$ cat config.mk
export PLATFORM = sky130hd
export DESIGN_NAME = hdlc_lite_frame_decoder_top
export DESIGN_NICKNAME = d
export VERILOG_FILES = /design/src/design/hdlfd_pkg.sv /design/src/design/hdlc_lite_frame_decoder_top.sv /design/src/design/hdlfd_fifo.sv /design/src/design/hdlfd_front.sv /design/src/design/hdlfd_back.sv
export SDC_FILE = /design/constraint.sdc
export NUM_CORES = 1
export LEC_CHECK = 0
export BUFFER_PORTS_ARGS = -buffer_cell sky130_fd_sc_hd__buf_2
export CAP_MARGIN = 20
export CORE_MARGIN = 2
export CORE_UTILIZATION = 65
export DETAILED_ROUTE_END_ITERATION = 8
export PLACE_DENSITY = 0.85
export SYNTH_ARGS = -nofsm -noshare
export SYNTH_HDL_FRONTEND = slang
export SYNTH_SLANG_ARGS = --single-unit
$ cat constraint.sdc
create_clock -name clk -period 5.4 [get_ports clk]
set_input_delay 1.08 -clock clk [delete_from_list [all_inputs] [get_ports clk]]
set_output_delay 1.08 -clock clk [all_outputs]
set_load 0.01 [all_outputs]
$ cat src/design/hdlfd_pkg.sv
package hdlfd_pkg;

	localparam logic [7:0]  FLAG_BYTE  = 8'h7e;
	localparam logic [7:0]  ESC_BYTE   = 8'h7d;
	localparam logic [7:0]  ESC_XOR    = 8'h20;
	localparam logic [15:0] CHECK_INIT = 16'hffff;
	localparam logic [15:0] CHECK_GOOD = 16'hf0b8;
	localparam logic [15:0] CHECK_POLY = 16'h8408;
	localparam logic [15:0] MAX_FRAME_RESET = 16'd8192;

	localparam int MID_DEPTH_DEFAULT = 2;
	localparam int OUT_DEPTH_DEFAULT = 2;

	typedef enum logic [1:0] {
		KIND_DATA = 2'd0,
		KIND_GOOD = 2'd1,
		KIND_BAD  = 2'd2,
		KIND_OVER = 2'd3
	} kind_t;

	typedef enum logic [2:0] {
		MODE_HUNT  = 3'b001,
		MODE_FRAME = 3'b010,
		MODE_ESC   = 3'b100
	} mode_t;

	// A classified line byte as it travels from the front to the back.
	typedef struct packed {
		logic       is_flag;
		logic       is_esc;
		logic [7:0] raw;
	} item_t;

	typedef struct packed {
		kind_t      kind;
		logic [7:0] data;
	} result_t;

	// Reflected CRC-16/X.25 update by one byte.
	function automatic logic [15:0] crc_update(input logic [15:0] crc, input logic [7:0] b);
		logic [15:0] c;
		c = crc ^ {8'h00, b};
		for (int i = 0; i < 8; i++) begin
			if (c[0]) begin
				c = (c >> 1) ^ CHECK_POLY;
			end else begin
				c = c >> 1;
			end
		end
		return c;
	endfunction

endpackage

$ cat src/design/hdlc_lite_frame_decoder_top.sv
// HDLC-lite deframer with a CRC-16/X.25 check.
// Line bytes enter as beats on the input queue (push, full, in_byte); a beat is taken
// at a clock edge with push high and full low. Results leave through the result
// queue (empty, pop, out_kind, out_byte): while empty is low the oldest result is
// shown, and pop takes it. out_kind is 0 for a payload byte, 1 for a good frame,
// 2 for a bad or short frame and 3 for overflow; out_byte is zero unless it is 0.
// The frame size limit is written through cfg_we and cfg_wdata; the user must write
// it only while the block idles, which the block itself does not enforce.
// Throughput is one line byte per cycle while the result queue has room, set by
// the back stage that updates the sync state, byte count and a byte-wide CRC step
// together. A byte is registered in the middle queue between the classifying front
// and the back, and its result is registered again in the result queue.
// When the receiver stops popping, the result queue fills, the back holds, the
// middle queue fills and full rises; no beat is lost and none is repeated.
// Reset clears both queues and puts the block into hunting for an opening flag,
// with the limit back at 8192 bytes.
module hdlc_lite_frame_decoder_top #(
	parameter int MID_DEPTH = hdlfd_pkg::MID_DEPTH_DEFAULT,
	parameter int OUT_DEPTH = hdlfd_pkg::OUT_DEPTH_DEFAULT
) (
	input  logic        clk,
	input  logic        arst_n,
	input  logic        push,
	output logic        full,
	input  logic [7:0]  in_byte,
	output logic        empty,
	input  logic        pop,
	output logic [1:0]  out_kind,
	output logic [7:0]  out_byte,
	input  logic        cfg_we,
	input  logic [15:0] cfg_wdata
);

	hdlfd_pkg::item_t   item;
	hdlfd_pkg::result_t res;
	hdlfd_pkg::result_t head;
	logic               item_valid;
	logic               item_take;
	logic               res_push;
	logic               res_full;

	hdlfd_front #(
		.MID_DEPTH(MID_DEPTH)
	) u_front (
		.clk       (clk),
		.arst_n    (arst_n),
		.push      (push),
		.in_byte   (in_byte),
		.full      (full),
		.item_valid(item_valid),
		.item_take (item_take),
		.item      (item)
	);

	hdlfd_back u_back (
		.clk       (clk),
		.arst_n    (arst_n),
		.cfg_we    (cfg_we),
		.cfg_wdata (cfg_wdata),
		.item_valid(item_valid),
		.item      (item),
		.item_take (item_take),
		.res_full  (res_full),
		.res_push  (res_push),
		.res       (res)
	);

	hdlfd_fifo #(
		.WIDTH($bits(hdlfd_pkg::result_t)),
		.DEPTH(OUT_DEPTH)
	) u_out (
		.clk   (clk),
		.arst_n(arst_n),
		.push  (res_push),
		.wdata (res),
		.full  (res_full),
		.pop   (pop),
		.rdata (head),
		.empty (empty)
	);

	assign out_kind = head.kind;
	assign out_byte = head.data;

endmodule

$ cat src/design/hdlfd_fifo.sv
module hdlfd_fifo #(
	parameter int WIDTH = 8,
	parameter int DEPTH = 2
) (
	input  logic             clk,
	input  logic             arst_n,
	input  logic             push,
	input  logic [WIDTH-1:0] wdata,
	output logic             full,
	input  logic             pop,
	output logic [WIDTH-1:0] rdata,
	output logic             empty
);

	localparam int PtrW = (DEPTH > 1) ? $clog2(DEPTH) : 1;
	localparam int CntW = $clog2(DEPTH + 1);

	logic [WIDTH-1:0] mem_q [DEPTH];
	logic [PtrW-1:0]  wr_ptr_q;
	logic [PtrW-1:0]  rd_ptr_q;
	logic [CntW-1:0]  count_q;
	logic             do_push;
	logic             do_pop;

	assign full    = (count_q == CntW'(DEPTH));
	assign empty   = (count_q == '0);
	assign do_push = push && !full;
	assign do_pop  = pop && !empty;
	assign rdata   = mem_q[rd_ptr_q];

	always_ff @(posedge clk) begin
		if (do_push) begin
			mem_q[wr_ptr_q] <= wdata;
		end
	end

	always_ff @(posedge clk or negedge arst_n) begin
		if (!arst_n) begin
			wr_ptr_q <= '0;
			rd_ptr_q <= '0;
			count_q  <= '0;
		end else begin
			if (do_push) begin
				wr_ptr_q <= (wr_ptr_q == PtrW'(DEPTH - 1)) ? '0 : wr_ptr_q + 1'b1;
			end
			if (do_pop) begin
				rd_ptr_q <= (rd_ptr_q == PtrW'(DEPTH - 1)) ? '0 : rd_ptr_q + 1'b1;
			end
			case ({do_push, do_pop})
				2'b10:   count_q <= count_q + 1'b1;
				2'b01:   count_q <= count_q - 1'b1;
				default: count_q <= count_q;
			endcase
		end
	end

endmodule

$ cat src/design/hdlfd_front.sv
module hdlfd_front #(
	parameter int MID_DEPTH = hdlfd_pkg::MID_DEPTH_DEFAULT
) (
	input  logic              clk,
	input  logic              arst_n,
	input  logic              push,
	input  logic [7:0]        in_byte,
	output logic              full,
	output logic              item_valid,
	input  logic              item_take,
	output hdlfd_pkg::item_t  item
);

	hdlfd_pkg::item_t cls;
	logic             mid_empty;

	// Flag and escape are recognised here; what they mean depends on the back's sync state.
	always_comb begin
		cls.is_flag = (in_byte == hdlfd_pkg::FLAG_BYTE);
		cls.is_esc  = (in_byte == hdlfd_pkg::ESC_BYTE);
		cls.raw     = in_byte;
	end

	hdlfd_fifo #(
		.WIDTH($bits(hdlfd_pkg::item_t)),
		.DEPTH(MID_DEPTH)
	) u_mid (
		.clk   (clk),
		.arst_n(arst_n),
		.push  (push),
		.wdata (cls),
		.full  (full),
		.pop   (item_take),
		.rdata (item),
		.empty (mid_empty)
	);

	assign item_valid = !mid_empty;

endmodule

$ cat src/design/hdlfd_back.sv
module hdlfd_back (
	input  logic                clk,
	input  logic                arst_n,
	input  logic                cfg_we,
	input  logic [15:0]         cfg_wdata,
	input  logic                item_valid,
	input  hdlfd_pkg::item_t    item,
	output logic                item_take,
	input  logic                res_full,
	output logic                res_push,
	output hdlfd_pkg::result_t  res
);

	hdlfd_pkg::mode_t mode_q, mode_n;
	logic [15:0]      crc_q, crc_n;
	logic [15:0]      count_q, count_n;
	logic [15:0]      max_q;
	logic [7:0]       held_q [2];
	logic             take;
	logic             shift;
	logic             has_res;
	logic [7:0]       dbyte;

	// The back advances only when the result queue can take a beat, whether or not one comes.
	assign item_take = item_valid && !res_full;
	assign res_push  = item_take && has_res;

	assign dbyte = (mode_q == hdlfd_pkg::MODE_ESC) ? (item.raw ^ hdlfd_pkg::ESC_XOR) : item.raw;

	always_comb begin
		mode_n   = mode_q;
		crc_n    = crc_q;
		count_n  = count_q;
		take     = 1'b0;
		shift    = 1'b0;
		has_res  = 1'b0;
		res.kind = hdlfd_pkg::KIND_DATA;
		res.data = 8'h00;
		unique case (mode_q)
			hdlfd_pkg::MODE_FRAME: begin
				if (item.is_esc) begin
					mode_n = hdlfd_pkg::MODE_ESC;
				end else if (item.is_flag) begin
					if (count_q != 16'd0) begin
						has_res = 1'b1;
						if (count_q >= 16'd2 && crc_q == hdlfd_pkg::CHECK_GOOD) begin
							res.kind = hdlfd_pkg::KIND_GOOD;
						end else begin
							res.kind = hdlfd_pkg::KIND_BAD;
						end
					end
					count_n = 16'd0;
					crc_n   = hdlfd_pkg::CHECK_INIT;
				end else begin
					take = 1'b1;
				end
			end
			hdlfd_pkg::MODE_ESC: begin
				take = 1'b1;
			end
			default: begin
				if (item.is_flag) begin
					mode_n  = hdlfd_pkg::MODE_FRAME;
					count_n = 16'd0;
					crc_n   = hdlfd_pkg::CHECK_INIT;
				end
			end
		endcase
		if (take) begin
			if (count_q >= max_q) begin
				// The byte is dropped and the block hunts for the next flag.
				mode_n   = hdlfd_pkg::MODE_HUNT;
				has_res  = 1'b1;
				res.kind = hdlfd_pkg::KIND_OVER;
			end else begin
				crc_n   = hdlfd_pkg::crc_update(crc_q, dbyte);
				shift   = 1'b1;
				count_n = count_q + 16'd1;
				mode_n  = hdlfd_pkg::MODE_FRAME;
				if (count_q >= 16'd2) begin
					has_res  = 1'b1;
					res.kind = hdlfd_pkg::KIND_DATA;
					res.data = held_q[0];
				end
			end
		end
	end

	always_ff @(posedge clk) begin
		if (item_take && shift) begin
			held_q[0] <= held_q[1];
			held_q[1] <= dbyte;
		end
	end

	always_ff @(posedge clk or negedge arst_n) begin
		if (!arst_n) begin
			mode_q  <= hdlfd_pkg::MODE_HUNT;
			crc_q   <= hdlfd_pkg::CHECK_INIT;
			count_q <= 16'd0;
			max_q   <= hdlfd_pkg::MAX_FRAME_RESET;
		end else begin
			if (cfg_we) begin
				max_q <= cfg_wdata;
			end
			if (item_take) begin
				mode_q  <= mode_n;
				crc_q   <= crc_n;
				count_q <= count_n;
			end
		end
	end

endmodule

After elaboration in Yosys (flattened, before gate mapping)
Memory sizes are Yosys's and may differ from the RTL's.
Cells that the tools add are included.
- output and inout bits: 12
- input port bits: 29
- logic and storage cells: 137
- register bits after elaboration: 59
- memories kept: 3
- bits in writable memories: 56
- equal/unequal tests: 13
- add/sub/neg operators: 9
- order comparisons: 2
- reductions and logical operators: 19
- mux-type cells: 71
- bitwise operators: 10
- memory list (name ; depth ; width ; rd ports ; clocked after Yosys merged registers in ; wr ports ; RTL line ; source):
    u_front.u_mid.mem_q ; 2 ; 10 ; 1 ; 0 ; 1 ; hdlfd_fifo.sv:18 ; logic [WIDTH-1:0] mem_q [DEPTH];
    u_out.mem_q ; 2 ; 10 ; 1 ; 0 ; 1 ; hdlfd_fifo.sv:18 ;
    u_back.held_q ; 2 ; 8 ; 2 ; 0 ; 2 ; hdlfd_back.sv:18 ; logic [7:0] held_q [2];
- operators by type and width (kind ; number):
    16-bit 2-to-1 mux ; 30
    16-bit case mux with 2 select lines ; 2
    2-bit inverter with 3-bit output ; 8
    1-bit 2-to-1 mux ; 21
    10-bit 2-to-1 mux ; 2
    16-bit by 1-bit adder with 16-bit output (second input constant) ; 1
    16-bit equality test (second input constant) ; 1
    8-bit by 7-bit equality test with 1-bit output (second input constant) ; 2
    16-bit greater-or-equal comparator ; 1
    16-bit by 2-bit greater-or-equal comparator with 1-bit output (second input constant) ; 1
    16-bit nonzero test ; 1
    16-bit by 8-bit XOR with 16-bit output ; 1
    2-bit 2-to-1 mux ; 7
    3-bit 2-to-1 mux ; 3
    2-bit equality test (second input constant) ; 4
    1-bit logical AND ; 8
    8-bit 2-to-1 mux ; 1
    2-bit case mux with 2 select lines ; 2
    6-bit 2-to-1 mux ; 1
    3-bit case mux with 2 select lines ; 1
    1-bit adder (second input constant) ; 4
    2-bit by 1-bit adder with 2-bit output (second input constant) ; 2
    2-bit by 1-bit equality test with 1-bit output (second input constant) ; 2
    1-bit zero test ; 4
    11 further kinds ; 14

Depth between registers and ports, before layout
Gate-level depths: netlist of run 1.
An unclocked memory read counts as a cell.
- depth after elaboration: 36
- gate-level depth with buffers: 12

By module
From an unflattened synthesis of run 1, not the netlist that was laid out.
- cells, all modules: 476
- area, all modules: 5577.8 µm²
- modules (own cells, without submodules) (module ; area an instance (µm²) ; instances ; seq. area each (µm²) ; cells an instance):
    hdlfd_back ; 3687.3 ; 1 ; 1779.2 ; 372
    hdlfd_fifo ; 917.1 ; 2 ; 700.7 ; 49
    hdlfd_front ; 56.3 ; 1 ; 0.0 ; 6

Least setup slack after synthesis of run 1
Ideal clock, no wire load.
- path kind: register to register
- start: reg u_back.max_q[13]
- end: mem u_out.mem_q[1][0] (netlist bit) (enable)
- clock period less this slack: 2.990 ns
- arrival: 2.613 ns
- required time: 5.024 ns
- setup slack: 2.410 ns
- stages on the path, launching flop included: 10
- cell sequence: dfstp_2 -> inv_1 -> ha_1 -> and4_1 -> nand2_1 -> a2111oi_0 -> nor3_1 -> clkbuf_1 -> a221o_1 -> nor2_1
- longest elaborated chain between the ends: 7
- RTL lines (item ; RTL line ; source):
    start: declaration ; hdlfd_back.sv:17 ; logic [15:0] max_q;
    start signal: assignment ; hdlfd_back.sv:101 ; max_q <= hdlfd_pkg::MAX_FRAME_RESET;
    start signal: assignment ; hdlfd_back.sv:104 ; max_q <= cfg_wdata;
    16-bit greater-or-equal comparator ; hdlfd_back.sv:70 ; if (count_q >= max_q) begin
    1-bit 2-to-1 mux ; hdlfd_back.sv:70 ;
    1-bit 2-to-1 mux ; hdlfd_back.sv:69 ; if (take) begin
    1-bit logical AND ; hdlfd_back.sv:26 ; assign res_push = item_take && has_res;
    1-bit logical AND ; hdlfd_fifo.sv:27 ; assign do_push = push && !full;
    1-bit 2-to-1 mux ; hdlfd_fifo.sv:32 ; if (do_push) begin
    1-bit 2-to-1 mux (not written as such) ; hdlfd_fifo.sv:33 ; mem_q[wr_ptr_q] <= wdata;
    end: declaration ; hdlfd_fifo.sv:18 ;
Every way passes these cells.

Final worst setup path of run 1
- start: reg u_back.max_q[13]
- end: mem u_out.mem_q[0][5] (netlist bit) (enable)
The elaborated chain is that of the path after synthesis.

==> flow_metrics.py, run 1 <==
metrics = {
    "clock_tree": {
        "cts.sink_count": 115,
        "clkLatencyLatePin_ns": 0.52,
        "tritoncts": "built",
        "clockBufferDepth": 2,
        "post_cts_resized": 0,
        "clock-root-buffer": "clkbuf_8",
        "cts_buffers": 17,
        "cts_hold_buf": 0,
        "cts_max_level": 4,
        "postCtsSetupBuffers": 0,
        "cts.clk_slew.worst_paths_ns": 0.06,
    },
    "cells_and_area": {
        "mostFrequentLayoutCell": "edfxtp_1",
        "multi_input_area_mm2": 0.00217,
        "final_cell_mix": "56 x edfxtp_1, 41 x dfrtp_1, 40 x buf_2, 36 x nand2_1, 28 x inv_1",
        "seq_area_mm2": 0.00318,
        "n_antenna_cell": 0,
        "fillCellCount": 485,
        "final_area_mm2": 0.00640,
        "layout-drive-gt1-share": 0.236,
        "final_core_util": 0.778,
        "fin_cells": 613,
        "final_nets": 545,
        "area_delta_synth_final_pct": 16.0,
    },
    "place": {
        "hpwl_mm": 7.27,
        "gp_congestion": 0.906,
        "place_inst": 581,
        "placed_cell_area_mm2": 0.00581,
        "preCtsSetupSlack_ns": 2.14,
        "io_buffers": 40,
    },
    "yosys": {
        "synth_top_area_frac": 0.305,
        "yosysTopAreaCell": "edfxtp_1",
        "synth_ff_type": "edfxtp_1",
        "synthTopCellsByArea": "edfxtp_1 31%, dfrtp_1 19%, dfstp_2 8.6%",
        "synth_seq_area_share": 0.577,
        "syn_area_mm2": 0.00551,
        "syn_area_per_cell_um2": 12.3,
        "synth_cell_types": 62,
        "yosys_warnings": 0,
        "synth_edf_count": 56,
        "ys_ff_latch": 115,
        "synthArstFlopShare": 0.513,
        "syn-num-nets": 497,
        "synthCells": 447,
    },
    "setup_path": {
        "r2r-start": "u_back.max_q[13]",
        "crit_buf_inv": 2,
        "path_delay_family": "simple AND/OR/NAND/NOR gates",
        "end_kind": "flop",
        "critical_path_arrival_ns": 3.43,
        "cp_max_fo": 11,
        "start_kind": "flop",
        "r2r_end": "u_out.mem_q[0][5]",
        "crit_path_cell_trace": "inv_1, ha_1, and4_1, nand2_1, a2111oi_0, nor3_1, buf_4, a221o_1, nor2_1",
        "required_ns": 5.54,
        "ff2ff_setup_slack_ns": 2.11,
        "worstSetupPathDepth": 9,
        "reg2reg_depth": 9,
        "path_class": "flop to flop",
        "critPathMaxStageDelay_ns": 0.64,
        "slowest_stage": "nor2_1",
    },
    "min_path": {
        "whs_endpoint": "u_back.held_q[0][3]",
        "worstHoldPathType": "flop to flop",
        "hp-start": "u_back.held_q[0][11]",
        "whs_path_depth": 0,
    },
    "sta": {
        "hold_slack_ns": 0.423,
        "hold_viol": 0,
        "rsz0062_at_grt": "no",
        "slew_violations": 0,
        "period_share": 0.609,
        "finalSetupViolations": 0,
        "fin_setup_tns_ns": 0,
        "setup_ws_ns": 2.11,
        "fin_crit_ns": 3.29,
        "final.setup_skew_ns": 0.00967,
        "max_freq_mhz": 304,
        "relSlewSlack": 0.331,
        "tightest_slew_ns": 1.00,
    },
    "die": {
        "die_area_mm2": 0.00923,
        "start_util": 0.671,
        "pin_count": 41,
        "fp.dieW_um": 96.1,
        "core_area_mm2": 0.00822,
        "die_h_um": 96.1,
        "rows": 33,
    },
    "pwr": {
        "p_leak_nw": 2.70,
        "switching_share": 0.348,
        "ir_worst_vdd_mv": 0.429,
        "power_mw": 3.71,
        "clockPowerShare": 0.296,
        "p_per_area_mw_per_mm2": 580,
        "p_int_mw": 2.42,
        "switchingPower_mw": 1.29,
        "seqPwrFrac": 0.366,
        "combPwrFrac": 0.338,
    },
    "drt": {
        "via_per_inst": 6.18,
        "wire_per_inst_um": 18.1,
        "postRouteAntennaNets": 0,
        "firstDrtPassIters": 5,
        "vias": 3787,
        "drtIter0Drc": 307,
        "drc": 0,
        "drt-total-wl_mm": 11.1,
    },
    "job": {
        "max_cap_violations": 0,
    },
    "global_route": {
        "grt_use_total": 0.262,
        "overflow": 0,
        "antenna_found_initial": 0,
        "grt_pass1_wl_mm": 17.7,
        "grt_pass1_vias": 3643,
        "grt_max_degree": 60,
    },
    "outcome": {
        "status": "complete, no violations",
    },
}
-- power by group through the flow --
stage                     sequential (mW)  combinational (mW)  clock [mW]
after detailed placement             1.37                1.22           0
after global placement               1.35                1.17           0
after global routing                 1.38                1.37        1.15
final                                1.36                1.25        1.10
after CTS                            1.36                1.25        1.11
after floorplan                      1.29               0.995           0
-- state kept, by name, summed over array words and instances, names as in the netlist, 2 cells and up --
| register | flops |
|---|---|
| u_back.held_q | 16 |
| u_front.u_mid.count_q | 2 |
| u_back.crc_q | 16 |
| u_front.u_mid.mem_q | 20 |
| u_back.mode_q | 3 |
| u_out.count_q | 2 |
| u_back.count_q | 16 |
| u_out.mem_q | 20 |
| u_back.max_q | 16 |
-- logic make-up after synthesis --
| kind of cell | count (synthesis) | share of synthesized area |
|---|---|---|
| buffers and inverters | 42 | 0.0300 |
| flip-flops | 115 | 0.577 |
| adder cells (fa/ha/maj) | 21 | 0.0477 |
| multiplexers | 25 | 0.0499 |
| AO/OA/AOI/OAI | 88 | 0.116 |
| AND/OR/NAND/NOR | 124 | 0.121 |
| XOR/XNOR | 32 | 0.0583 |
-- synthesized netlist by cell type (all sizes together), types with 2 or more instances --
library cell and instances:
or3 4, nor2 15, inv 28, a32oi 2, nor3b 2, dfrtp 41
a21oi 14, and4 3, and3b 2, clkbuf 9, nor4bb 2, a21o 5
dfstp 18, mux2i 5, ha 21, or2 2, o211ai 2, a2bb2oi 13
nor2b 3, o21ai 22, nand4 5, o21bai 3, xor2 12, o2bb2ai 7
xnor3 3, and2 10, xnor2 17, nor3 11, and3 5, mux2 20
or4 3, nand2 36, nor4 5, edfxtp 56, nand2b 2, buf 5
o311ai 3, a221oi 2, nand3 9, a2111oi 2, o22a 3
-- worst register-to-register path: stages, from the launching register on --
cell,delay (ns)
dfstp_2,0.51
inv_1,0.04
ha_1,0.29
and4_1,0.26
nand2_1,0.08
a2111oi_0,0.40
nor3_1,0.11
buf_4,0.20
a221o_1,0.39
nor2_1,0.64
-- cell type report --
class                      instances  share of cell area
tap                              105              0.0205
sequential                       115               0.497
multi-input combinational        290               0.340
inverter                          28              0.0164
clock buffer                      17              0.0647
clock inverter                    15              0.0266
timing repair buffer              43              0.0348
-- how the worst max path moves through the flow --
stage	start	end	slack [ns]
6_report	u_back.max_q[13]	u_out.mem_q[0][5]	2.11
5_1_grt	u_back.max_q[13]	u_out.mem_q[0][8]	1.82
4_1_cts	u_back.max_q[13]	u_out.mem_q[0][5]	2.11
3_5_place_dp	u_back.max_q[13]	u_out.mem_q[1][2]	2.14
3_3_place_gp	u_back.max_q[13]	u_out.mem_q[1][3]	2.25
2_1_floorplan	u_back.max_q[13]	u_out.mem_q[1][0]	2.41
-- metal layers --
layer,GRT usage,vias up,share of wire
li1,-,1755,-
met1,0.347,1831,0.42
met2,0.398,168,0.48
met3,0.0830,33,0.080
met4,0.119,0,0.024
met5,0,-,0
(Power assumes the default switching activity.)
==> run 2, diff against run 1 <==
CORE_UTILIZATION = 60   (was 65)
PLACE_DENSITY = 0.8   (was 0.85)
clock period = 3.3 ns   (was 5.4 ns; I/O delays follow)
==> flow_metrics.py, run 2 (same netlist as run 1, synthesis figures left out) <==
metrics = {
    "pwr": {
        "combPwrFrac": 0.353,
        "p_per_area_mw_per_mm2": 931,
        "clockPowerShare": 0.280,
        "p_int_mw": 3.92,
        "p_leak_nw": 2.71,
        "switching_share": 0.345,
        "ir_worst_vdd_mv": 0.647,
        "power_mw": 5.98,
        "switchingPower_mw": 2.06,
        "seqPwrFrac": 0.367,
    },
    "drt": {
        "firstDrtPassIters": 5,
        "drt-total-wl_mm": 11.0,
        "drtIter0Drc": 272,
        "vias": 3671,
        "drc": 0,
        "wire_per_inst_um": 17.6,
        "via_per_inst": 5.89,
        "postRouteAntennaNets": 0,
    },
    "setup_path": {
        "path_delay_family": "compound AO/OA/AOI/OAI gates",
        "worstSetupPathDepth": 11,
        "critPathMaxStageDelay_ns": 0.51,
        "path_class": "flop to flop",
        "crit_buf_inv": 1,
        "ff2ff_setup_slack_ns": 0.31,
        "r2r_end": "u_out.count_q[1]",
        "slowest_stage": "dfstp_2",
        "required_ns": 3.68,
        "cp_max_fo": 4,
        "crit_path_cell_trace": "inv_1, ha_1, and4_1, nand2_1, a2111oi_0, nor3_1, a221o_1, ha_1, xnor2_1, nor2_1, xnor2_1",
        "start_kind": "flop",
        "reg2reg_depth": 11,
        "end_kind": "flop",
        "critical_path_arrival_ns": 3.38,
        "r2r-start": "u_back.max_q[13]",
    },
    "clock_tree": {
        "clock-root-buffer": "clkbuf_8",
        "cts_hold_buf": 0,
        "tritoncts": "built",
        "cts.clk_slew.worst_paths_ns": 0.06,
        "postCtsSetupBuffers": 0,
        "cts_max_level": 4,
        "cts.sink_count": 115,
        "post_cts_resized": 0,
        "cts_buffers": 17,
        "clkLatencyLatePin_ns": 0.51,
        "clockBufferDepth": 2,
    },
    "sta": {
        "period_share": 0.907,
        "max_freq_mhz": 334,
        "tightest_slew_ns": 0.825,
        "hold_viol": 0,
        "finalSetupViolations": 0,
        "fin_crit_ns": 2.99,
        "slew_violations": 0,
        "relSlewSlack": 0.448,
        "final.setup_skew_ns": 0.0158,
        "fin_setup_tns_ns": 0,
        "rsz0062_at_grt": "no",
    },
    "cells_and_area": {
        "n_antenna_cell": 0,
        "fillCellCount": 586,
        "area_delta_synth_final_pct": 16.5,
        "final_cell_mix": "56 x edfxtp_1, 41 x dfrtp_1, 40 x buf_2, 36 x nand2_1, 28 x inv_1",
        "layout-drive-gt1-share": 0.245,
        "final_nets": 552,
        "mostFrequentLayoutCell": "edfxtp_1",
        "reg_top3": "u_front.u_mid.mem_q: 20 flops, u_out.mem_q: 20 flops",
        "final_area_mm2": 0.00642,
    },
    "die": {
        "pin_count": 41,
        "die_h_um": 99.8,
        "fp.dieW_um": 99.8,
        "core_area_mm2": 0.00881,
        "die_area_mm2": 0.00997,
        "start_util": 0.626,
        "rows": 34,
    },
    "outcome": {
        "status": "complete, no violations",
    },
    "global_route": {
        "grt_pass1_wl_mm": 18.0,
        "overflow": 0,
        "grt_pass1_vias": 3570,
        "grt_max_degree": 37,
        "antenna_found_initial": 0,
        "grt_use_total": 0.236,
    },
    "place": {
        "placed_cell_area_mm2": 0.00586,
        "gp_congestion": 0.922,
        "io_buffers": 40,
        "hpwl_mm": 7.53,
    },
    "job": {
        "max_cap_violations": 0,
    },
    "min_path": {
        "worstHoldPathType": "input pin to asynchronous set/reset pin",
    },
}
==> run 2: metal layers <==
layer  global-route usage  wire length, um
met1                0.344             5060
met2                0.360             5150
met3               0.0494              662
met4               0.0727               84
met5                    0                0
==> run 2: cell type report <==
class | instances | area (um^2) | share of cell area
sequential | 115 | 3180 | 0.495
multi-input combinational | 290 | 2170 | 0.338
clock buffer | 19 | 422 | 0.0656
timing repair buffer | 50 | 283 | 0.0440
tap | 108 | 135 | 0.0210
clock inverter | 13 | 126 | 0.0197
inverter | 28 | 105 | 0.0164
==> run 2: worst max-delay path by stage <==
stage	start	to	slack, ns
floorplan	u_back.max_q[13]	u_out.mem_q[1][0]	0.31
global placement	u_back.count_q[11]	u_back.crc_q[15]	0.49
detailed placement	u_back.count_q[0]	u_back.crc_q[10]	0.36
CTS	u_back.max_q[13]	u_out.count_q[1]	0.33
global route	u_back.count_q[0]	u_back.held_q[0][1]	0.13
finish	u_back.max_q[13]	u_out.count_q[1]	0.31
==> run 2: through the flow <==
stage	instances	worst slack, ns	util	hold slack (ns)
final	623	0.307	0.729	0.128
after global routing	623	0.132	0.729	0.158
after CTS	622	0.325	0.728	0.130
after detailed placement	590	0.363	0.666	0.406
after global placement	590	0.486	0.666	0.401
after floorplan	447	0.310	-	0.364
==> run 2: power groups by stage <==
stage	combinational [mW]	clock, mW	sequential [mW]
after floorplan	1.63	0	2.12
after global placement	1.99	0	2.19
after detailed placement	2.06	0	2.21
after CTS	2.08	1.70	2.19
after global routing	2.30	1.77	2.23
final	2.11	1.68	2.19
